## src/hdl/lruc_pkg.sv

```systemverilog
package lruc_pkg;

  localparam int NUM_SETS = 16;
  localparam int WAYS = 4;
  localparam int WORDS_PER_BLOCK = 4;
  localparam int BYTES_PER_WORD = 4;

  localparam int OFS_BITS = $clog2(WORDS_PER_BLOCK * BYTES_PER_WORD);
  localparam int IDX_BITS = $clog2(NUM_SETS);
  localparam int WAY_BITS = $clog2(WAYS);
  localparam int TAG_BITS = 32 - OFS_BITS - IDX_BITS;
  localparam int ENTRIES = NUM_SETS * WAYS;
  localparam int ENT_BITS = IDX_BITS + WAY_BITS;

  localparam logic [1:0] OP_READ = 2'd0;
  localparam logic [1:0] OP_WRITE = 2'd1;
  localparam logic [1:0] OP_FLUSH = 2'd2;
  localparam logic [1:0] OP_UNUSED = 2'd3;

  localparam logic [1:0] REG_ADDRESS_BITS = 2'd0;
  localparam logic [1:0] REG_HIT_CYCLES = 2'd1;
  localparam logic [1:0] REG_FILL_CYCLES = 2'd2;
  localparam logic [1:0] REG_WRITEBACK_CYCLES = 2'd3;

  typedef struct packed {
    logic [1:0] operation;
    logic [31:0] address;
  } req_t;

  typedef struct packed {
    logic hit;
    logic [3:0] set_index;
    logic [1:0] way_used;
    logic fill_needed;
    logic [31:0] fill_address;
    logic writeback_needed;
    logic [31:0] writeback_address;
    logic [15:0] elapsed;
    logic last;
  } rsp_t;

endpackage

```

## src/hdl/lruc_ram.sv

```systemverilog
module lruc_ram #(
  parameter int WIDTH = 8,
  parameter int DEPTH = 16
) (
  input logic clk,
  input logic we,
  input logic [$clog2(DEPTH)-1:0] waddr,
  input logic [WIDTH-1:0] wdata,
  input logic [$clog2(DEPTH)-1:0] raddr,
  output logic [WIDTH-1:0] rdata
);

  logic [WIDTH-1:0] mem [DEPTH];

  always_ff @(posedge clk) begin
    if (we) begin
      mem[waddr] <= wdata;
    end
    rdata <= mem[raddr];
  end

endmodule

```

## src/hdl/lru_write_back_cache_controller.sv

```systemverilog
// Tag and LRU policy controller of a 16-set, 4-way, write-allocate, write-back
// cache with 16-byte blocks. Requests are taken one at a time; in_ready is high
// only while the controller is idle. The tags sit in a single-port-read memory
// that one comparator scans a way at a time: each way probed is read (S_RD) and
// then compared (S_CMP), and a hit goes straight to S_FIN to post the response;
// a miss probes all 4 ways and then reads the victim tag (S_VRD, S_VCHK).
// The controller goes back to idle on the edge that posts the response, and a
// stalled response output holds it. A flush walks all 64 entries (S_FRD, S_FCHK)
// and posts one response per dirty block, the last marked with last, or a
// single empty response with last set if no block is dirty. Operation
// code 3 is accepted and dropped. Configuration is written through cfg_we,
// cfg_index and cfg_data and takes effect at once.
module lru_write_back_cache_controller (
  input logic clk,
  input logic rst,
  input logic in_valid,
  output logic in_ready,
  input lruc_pkg::req_t in_data,
  output logic out_valid,
  input logic out_ready,
  output lruc_pkg::rsp_t out_data,
  input logic cfg_we,
  input logic [1:0] cfg_index,
  input logic [9:0] cfg_data
);

  localparam int SB = 4;
  localparam logic [SB-1:0] S_IDLE = 4'd0;
  localparam logic [SB-1:0] S_RD = 4'd1;
  localparam logic [SB-1:0] S_CMP = 4'd2;
  localparam logic [SB-1:0] S_VRD = 4'd3;
  localparam logic [SB-1:0] S_VCHK = 4'd4;
  localparam logic [SB-1:0] S_FIN = 4'd5;
  localparam logic [SB-1:0] S_FRD = 4'd6;
  localparam logic [SB-1:0] S_FCHK = 4'd7;
  localparam logic [SB-1:0] S_FEND = 4'd8;

  localparam int OB = lruc_pkg::OFS_BITS;
  localparam int IB = lruc_pkg::IDX_BITS;
  localparam int WB = lruc_pkg::WAY_BITS;
  localparam int TB = lruc_pkg::TAG_BITS;
  localparam int EB = lruc_pkg::ENT_BITS;
  localparam int NE = lruc_pkg::ENTRIES;
  localparam int ORD_BITS = lruc_pkg::WAYS * WB;

  function automatic logic [ORD_BITS-1:0] reset_order();
    logic [ORD_BITS-1:0] o;
    o = '0;
    for (int i = 0; i < lruc_pkg::WAYS; i++) begin
      o[i*WB +: WB] = WB'(i);
    end
    return o;
  endfunction

  function automatic logic [ORD_BITS-1:0] touch(logic [ORD_BITS-1:0] o, logic [WB-1:0] w);
    logic [ORD_BITS-1:0] r;
    logic seen;
    r = o;
    seen = 1'b0;
    for (int i = 0; i < lruc_pkg::WAYS - 1; i++) begin
      if (o[i*WB +: WB] == w) begin
        seen = 1'b1;
      end
      if (seen) begin
        r[i*WB +: WB] = o[(i+1)*WB +: WB];
      end
    end
    r[(lruc_pkg::WAYS-1)*WB +: WB] = w;
    return r;
  endfunction

  logic [SB-1:0] state;
  logic [5:0] address_bits;
  logic [9:0] hit_cycles;
  logic [9:0] fill_cycles;
  logic [9:0] writeback_cycles;

  logic [NE-1:0] valid;
  logic [NE-1:0] dirty;
  logic [ORD_BITS-1:0] order [lruc_pkg::NUM_SETS];

  logic write_op;
  logic [31:0] addr;
  logic [IB-1:0] set;
  logic [TB-1:0] tag;
  logic [WB-1:0] cnt;
  logic [WB-1:0] way;
  logic hit;
  logic wneed;
  logic [TB-1:0] vtag;
  logic [EB-1:0] fidx;
  logic [15:0] ftime;

  logic pend_v;
  lruc_pkg::rsp_t pend;

  logic ram_we;
  logic [EB-1:0] ram_raddr;
  logic [TB-1:0] ram_rdata;
  logic out_free;
  logic post;
  logic [31:0] masked;
  logic [16:0] fsum;
  logic [11:0] atime;
  lruc_pkg::rsp_t acc_rsp;
  lruc_pkg::rsp_t flush_rsp;
  lruc_pkg::rsp_t empty_rsp;
  lruc_pkg::rsp_t pend_end;
  logic fdirty;

  lruc_ram #(
    .WIDTH(TB),
    .DEPTH(NE)
  ) u_tags (
    .clk(clk),
    .we(ram_we),
    .waddr({set, way}),
    .wdata(tag),
    .raddr(ram_raddr),
    .rdata(ram_rdata)
  );

  assign in_ready = (state == S_IDLE);
  assign out_free = !out_valid || out_ready;
  assign masked = in_data.address & ~(32'hFFFF_FFFF << address_bits);
  assign ram_we = (state == S_VCHK);
  assign fdirty = valid[fidx] && dirty[fidx];
  assign fsum = {1'b0, ftime} + 17'(writeback_cycles);
  assign post = out_free && ((state == S_FIN) || (state == S_FEND) ||
                             (state == S_FCHK && fdirty && pend_v));

  always_comb begin
    unique case (state) inside
      S_FRD, S_FCHK, S_FEND: ram_raddr = fidx;
      S_VRD, S_VCHK, S_FIN: ram_raddr = {set, way};
      default: ram_raddr = {set, cnt};
    endcase
  end

  always_comb begin
    atime = 12'(hit_cycles);
    if (!hit) begin
      atime = atime + 12'(fill_cycles) + (wneed ? 12'(writeback_cycles) : 12'd0);
    end
    acc_rsp = '0;
    acc_rsp.hit = hit;
    acc_rsp.set_index = 4'(set);
    acc_rsp.way_used = 2'(way);
    acc_rsp.fill_needed = !hit;
    acc_rsp.fill_address = hit ? 32'd0 : {addr[31:OB], {OB{1'b0}}};
    acc_rsp.writeback_needed = wneed;
    acc_rsp.writeback_address = wneed ? {vtag, set, {OB{1'b0}}} : 32'd0;
    acc_rsp.elapsed = 16'(atime);
    acc_rsp.last = 1'b1;

    flush_rsp = '0;
    flush_rsp.set_index = 4'(fidx[EB-1:WB]);
    flush_rsp.way_used = 2'(fidx[WB-1:0]);
    flush_rsp.writeback_needed = 1'b1;
    flush_rsp.writeback_address = {ram_rdata, fidx[EB-1:WB], {OB{1'b0}}};
    flush_rsp.elapsed = fsum[16] ? 16'hFFFF : fsum[15:0];

    empty_rsp = '0;
    empty_rsp.last = 1'b1;

    pend_end = pend;
    pend_end.last = 1'b1;
  end

  always_ff @(posedge clk) begin
    if (rst) begin
      state <= S_IDLE;
      address_bits <= 6'd32;
      hit_cycles <= 10'd1;
      fill_cycles <= 10'd10;
      writeback_cycles <= 10'd10;
      valid <= '0;
      dirty <= '0;
      for (int s = 0; s < lruc_pkg::NUM_SETS; s++) begin
        order[s] <= reset_order();
      end
      out_valid <= 1'b0;
      pend_v <= 1'b0;
    end else begin
      if (cfg_we) begin
        unique case (cfg_index)
          lruc_pkg::REG_ADDRESS_BITS: address_bits <= cfg_data[5:0];
          lruc_pkg::REG_HIT_CYCLES: hit_cycles <= cfg_data;
          lruc_pkg::REG_FILL_CYCLES: fill_cycles <= cfg_data;
          lruc_pkg::REG_WRITEBACK_CYCLES: writeback_cycles <= cfg_data;
          default: ;
        endcase
      end
      if (out_valid && out_ready && !post) begin
        out_valid <= 1'b0;
      end
      unique case (state)
        S_IDLE: begin
          if (in_valid) begin
            write_op <= (in_data.operation == lruc_pkg::OP_WRITE);
            addr <= masked;
            set <= masked[OB +: IB];
            tag <= masked[31 -: TB];
            cnt <= '0;
            fidx <= '0;
            ftime <= '0;
            if (in_data.operation == lruc_pkg::OP_FLUSH) begin
              state <= S_FRD;
            end else if (in_data.operation == lruc_pkg::OP_READ ||
                         in_data.operation == lruc_pkg::OP_WRITE) begin
              state <= S_RD;
            end
          end
        end
        S_RD: state <= S_CMP;
        S_CMP: begin
          if (valid[{set, cnt}] && ram_rdata == tag) begin
            hit <= 1'b1;
            wneed <= 1'b0;
            way <= cnt;
            state <= S_FIN;
          end else if (cnt == WB'(lruc_pkg::WAYS - 1)) begin
            hit <= 1'b0;
            way <= order[set][WB-1:0];
            state <= S_VRD;
          end else begin
            cnt <= cnt + 1'b1;
            state <= S_RD;
          end
        end
        S_VRD: state <= S_VCHK;
        S_VCHK: begin
          vtag <= ram_rdata;
          wneed <= valid[{set, way}] && dirty[{set, way}];
          state <= S_FIN;
        end
        S_FIN: begin
          if (out_free) begin
            out_valid <= 1'b1;
            out_data <= acc_rsp;
            valid[{set, way}] <= 1'b1;
            dirty[{set, way}] <= write_op || (hit && dirty[{set, way}]);
            order[set] <= touch(order[set], way);
            state <= S_IDLE;
          end
        end
        S_FRD: state <= S_FCHK;
        S_FCHK: begin
          if (!fdirty) begin
            state <= (fidx == EB'(NE - 1)) ? S_FEND : S_FRD;
            fidx <= fidx + 1'b1;
          end else if (!pend_v || out_free) begin
            if (pend_v) begin
              out_valid <= 1'b1;
              out_data <= pend;
            end
            pend_v <= 1'b1;
            pend <= flush_rsp;
            ftime <= flush_rsp.elapsed;
            dirty[fidx] <= 1'b0;
            state <= (fidx == EB'(NE - 1)) ? S_FEND : S_FRD;
            fidx <= fidx + 1'b1;
          end
        end
        S_FEND: begin
          if (out_free) begin
            out_valid <= 1'b1;
            if (pend_v) begin
              out_data <= pend_end;
            end else begin
              out_data <= empty_rsp;
            end
            pend_v <= 1'b0;
            state <= S_IDLE;
          end
        end
        default: state <= S_IDLE;
      endcase
    end
  end

  assert property (@(posedge clk) disable iff (rst) (state == S_IDLE) |-> !pend_v)
    else $error("pending flush response while idle");

  assert property (@(posedge clk) disable iff (rst) (dirty & ~valid) == '0)
    else $error("dirty entry that is not valid");

  assert property (@(posedge clk) disable iff (rst)
    (state == S_FIN && out_free) |=> out_valid && out_data.last)
    else $error("access response not posted");

  assert property (@(posedge clk) disable iff (rst)
    (state == S_VCHK) |-> !valid[{set, way}] || ram_rdata != tag)
    else $error("victim matches the missing tag");

endmodule

```

## config.mk

```make
export PLATFORM = sky130hd
export DESIGN_NAME = lru_write_back_cache_controller
export DESIGN_NICKNAME = d
export VERILOG_FILES = /design/src/hdl/lruc_pkg.sv /design/src/hdl/lruc_ram.sv /design/src/hdl/lru_write_back_cache_controller.sv
export SDC_FILE = /design/constraint.sdc
export NUM_CORES = 2
export LEC_CHECK = 0
export ABC_AREA = 1
export BUFFER_PORTS_ARGS = -buffer_cell sky130_fd_sc_hd__buf_2
export CAP_MARGIN = 0
export CORE_MARGIN = 2
export CORE_UTILIZATION = 45
export CTS_BUF_LIST = sky130_fd_sc_hd__clkbuf_8 sky130_fd_sc_hd__clkbuf_16
export CTS_CLUSTER_SIZE = 40
export DETAILED_ROUTE_END_ITERATION = 16
export SKIP_LAST_GASP = 1
export SYNTH_ARGS = -nofsm -noshare
export SYNTH_HDL_FRONTEND = slang
export SYNTH_SLANG_ARGS = --single-unit
```

## constraint.sdc

```tcl
create_clock -name clk -period 5.1 [get_ports clk]
set_input_delay 0.255 -clock clk [delete_from_list [all_inputs] [get_ports clk]]
set_output_delay 0.255 -clock clk [all_outputs]
set_load 0.005 [all_outputs]
```

==> impl.org <==
** Detailed routing
- After detailed routing, the average wire length per cell comes to 22.9 microns.
- After detailed routing, the number of remaining DRC violations is 0.
- In the routed layout, each cell is associated on average with a via count of 5.47.
- In this run, the number of DRC markers left after iteration 0 of detailed routing was 9,028.
- The final route contains 71,400 vias.
- In this run the remaining antenna-violating nets after routing total 0.
- After detailed routing, the total wire length is 298,000 microns.
- Drt pass-1 iters :: 8

** Layout
- In the final layout, the share of cells above drive strength 1 is 0.0747.
- Final net count :: 10,100
- Number of fill cells :: 18,900
- Measured on the finished design, the core utilization comes to 0.508.
- Compared with the post-synthesis result, the final layout area differs by 11.9%.

** Hold path
- Startpoint of the most critical hold path :: cfg_data[7]
- Hold Crit Class :: primary input to register

** Worst setup path
- Source of the worst register-to-register timing path :: fidx[2]
- Along the worst path, the maximum fanout reaches 48.
- Data on the critical path arrives at its endpoint at 4800 ps.
- Library cell contributing the largest single delay on the critical path :: sky130_fd_sc_hd__edfxtp_1
- The kind of cell with the highest combined delay along the critical path is simple AND/OR/NAND/NOR gates.
- The setup path with the least slack is of type register to register.
- Startpoint of the worst setup timing path :: fidx[2]
- STA classifies the critical path startpoint as a register.
- Cell-by-cell trace of the critical path :: clkinv_1 -> buf_4 -> nand3_1 -> o22ai_1 -> nor2_1 -> nand2_1 -> nand2_1 -> nand2_1 -> nor2_1 -> nand2_1 -> nand3_2 -> buf_4 -> nand2_1 -> nand2_1 -> nand2_1 -> nand2_1 -> nor2_1
- Buffers plus inverters on the worst setup path :: 3
- In this design, the stage delay of the slowest critical-path cell is 940 ps.
- Most frequent CP cell :: sky130_fd_sc_hd__nand2_1
- Data on the critical path is required at its endpoint by 5820 ps.
- Kind of end point of the critical path :: register

** Timing
- Dividing the final minimum period by the clock period gives 0.800.
- Setup slack on the critical path of the routed design comes to 1020 ps.
- Between clock sinks in the finished design, the worst skew comes to 70.1 ps.
- The worst path needs 4080 ps of the cycle, external delays included.
- Worst hold slack :: 210 ps
- For the pin with the worst max-slew slack, the measured transition is 1250 ps.
- Peak Freq :: 0.245 GHz
- Max-Slew Margin vs Limit :: 0.169
- The final hold violation count was 0.
- Final-report max-slew violation count :: 0
- For the final routed database, the setup TNS stands at 0 ps.
- Setup-violating endpoint count in the final report :: 0
- Setup repair after global routing left no endpoint under its margin.

** Yosys
- Number of enable flip-flop cells after synthesis :: 1,873
- Cell type contributing the most total cell area after synthesis :: sky130_fd_sc_hd__edfxtp_1
- Count leader, synth :: sky130_fd_sc_hd__nand2_1
- Post-Syn Area :: 95,300 sq um
- Number of different library cells in the post-synthesis netlist :: 50
- Number of warnings reported in the yosys synthesis log :: 0
- Register bit total from synthesis :: 2,071
- Part of the Yosys area used for sequential elements :: 0.631
- Synthesized area divided by synthesized cell count :: 9.56 sq um
- Instance count of the mapped netlist :: 9,974
- List of most frequent post-synthesis cells :: sky130_fd_sc_hd__nand2_1, sky130_fd_sc_hd__edfxtp_1, sky130_fd_sc_hd__nand3_1, sky130_fd_sc_hd__inv_1, sky130_fd_sc_hd__nor2_1
- Counting flops with an async set or reset pin after synthesis yields a share of 0.
- Of the post-synthesis cell area, the dominant cell type holds 0.590.
- Top area cells in the synthesized netlist :: sky130_fd_sc_hd__edfxtp_1, sky130_fd_sc_hd__nand3_1, sky130_fd_sc_hd__nand2_1
- Main flop type after synthesis :: sky130_fd_sc_hd__edfxtp_1

** Clock network
- Clock root cell :: sky130_fd_sc_hd__clkbuf_16
- Largest buffer count on any clock path :: 3
- Depth of the CTS H-tree :: 4
- After clock tree synthesis, the clock-pin slew on the worst setup and hold paths is 60 ps.
- Inserted Clock Buffers :: 215
- TritonCTS built the clock tree.
- The clock drives 2,071 sinks.
- Worst-skew pair later-pin latency :: 890 ps

** Die
- In this run the core area contains 168 standard-cell rows.
- The core region is 210,000 sq um.
- 143 I/O pins were placed.
- Horizontal extent of the die :: 464 microns
- Die Area :: 216,000 sq um
- Initial Util :: 0.454
- In this run the vertical extent of the chip is 464 microns.

** Global routing
- Entering global routing, the biggest net connects 146 pins.
- All-layer global routing usage :: 0.270
- Summed over all layers, the global routing overflow is 0.
- The number of antenna violations at the first check in global routing was 11.
- Via count of the first global-routing pass :: 66,800
- First-pass GRT wire length :: 436,000 microns

** Placement
- Final GP Congestion :: 0.935
- Port-buffer cells :: 130
- Before CTS, the worst setup slack after placement is 1110 ps.
- Once detailed placement completed, the half-perimeter wirelength came to 176,000 microns.

** Run status
- Outcome :: finished, final reports clean

** Power
- Reported leakage power :: 44.0 nW
- Ratio of total power to cell area :: 402 nW/um^2
- Summing internal, switching and leakage power gives 0.0428 W.
- IR analysis of the VDD net gives a maximum drop of 428 uV.

** Run
- Across the run, the number of max-cap violations was 0.
-- what timing repair did --
item                                   in CTS  in global routing
resized for setup                           0                  0
setup buffers                               0                  0
hold buffers                               51                  0
endpoints found under the hold margin      82                  0
-- where the power goes --
group / switching, W / internal, W / total [W]
combinational: 0.00633 / 0.00225 / 0.00857
clock: 0.00676 / 0.00832 / 0.0151
sequential: 0.000286 / 0.0189 / 0.0192
total: 0.0134 / 0.0295 / 0.0428
-- path summary, 6_finish.rpt --
path,to,depth (start not counted),slack [ps]
worst min register to register,vtag[21],0,470
worst max register to register,dirty[35],17,1020
worst min-delay path,hit_cycles[7],4,210
worst max-delay path,dirty[35],17,1020
-- flip-flops by register name, summed over array words and instances (netlist names), 2 cells and up, named ones only --
register,count
out_data,82
fill_cycles,10
u_tags.rdata,24
cnt,2
writeback_cycles,10
ftime,16
order,128
addr,28
fidx,6
hit_cycles,10
address_bits,6
dirty,64
way,2
state,4
vtag,24
u_tags.mem,1536
pend,46
valid,64
-- metrics by stage --
stage,cell area (sq um),cells
after floorplan,95400,9981
after global placement,99500,12600
after detailed placement,99500,12600
after CTS,107000,13000
after global routing,107000,13000
final,107000,13000
-- cell type report --
cell class,instances,area (sq um),area share
diodes,4,10.0,0.0000938
clock buffers,217,5430,0.0509
clock inverters,183,1290,0.0121
repair buffers,415,3350,0.0314
well taps,2805,3510,0.0329
multi-input cells,5643,26500,0.248
inverters,1704,6420,0.0602
flip-flops and latches,2071,60200,0.564
-- worst reg2reg max path: cells and delay by family, from the launching register on --
kind	cells	cell delay [ps]
flip-flops	1	940
buffers and inverters	3	1090
AO/OA/AOI/OAI	1	110
AND/OR/NAND/NOR	13	1800
-- kinds of logic after synthesis --
logic type,share of synthesized area
buffers and inverters,0.0945
AND/OR/NAND/NOR,0.231
adder cells (fa/ha/maj),0.00528
AO/OA/AOI/OAI,0.0346
other,0.0000393
XOR/XNOR,0.00340
flip-flops,0.631
-- metal layers --
metal | vias up | part of all wire | global-route usage
met3 | 520 | 0.10 | 0.0538
met4 | 2 | 0.036 | 0.0998
met1 | 34500 | 0.41 | 0.377
li1 | 32900 | - | -
met2 | 3427 | 0.45 | 0.419
met5 | - | 0.000044 | 0
-- placed cells by master (no fill, tap or decap), types with 42 or more instances in the layout --
master | netlist | routed
sky130_fd_sc_hd__edfxtp_1 | 1873 | 1873
sky130_fd_sc_hd__buf_4 | 43 | 201
sky130_fd_sc_hd__clkinv_1 | 10 | 71
sky130_fd_sc_hd__nor2_2 | 2 | 60
sky130_fd_sc_hd__dlygate4sd3_1 | 0 | 51
sky130_fd_sc_hd__o211ai_1 | 42 | 42
sky130_fd_sc_hd__o21ai_0 | 276 | 275
sky130_fd_sc_hd__a21oi_1 | 113 | 113
sky130_fd_sc_hd__dfxtp_1 | 198 | 197
sky130_fd_sc_hd__nand3_1 | 1777 | 1777
sky130_fd_sc_hd__clkbuf_16 | 0 | 217
sky130_fd_sc_hd__o22ai_1 | 101 | 101
sky130_fd_sc_hd__inv_1 | 1681 | 1739
sky130_fd_sc_hd__nand2_1 | 2232 | 2230
sky130_fd_sc_hd__buf_2 | 252 | 129
sky130_fd_sc_hd__nor2_1 | 678 | 613
sky130_fd_sc_hd__nand3b_1 | 241 | 241
No activity file was read; power rests on OpenSTA's default activity.
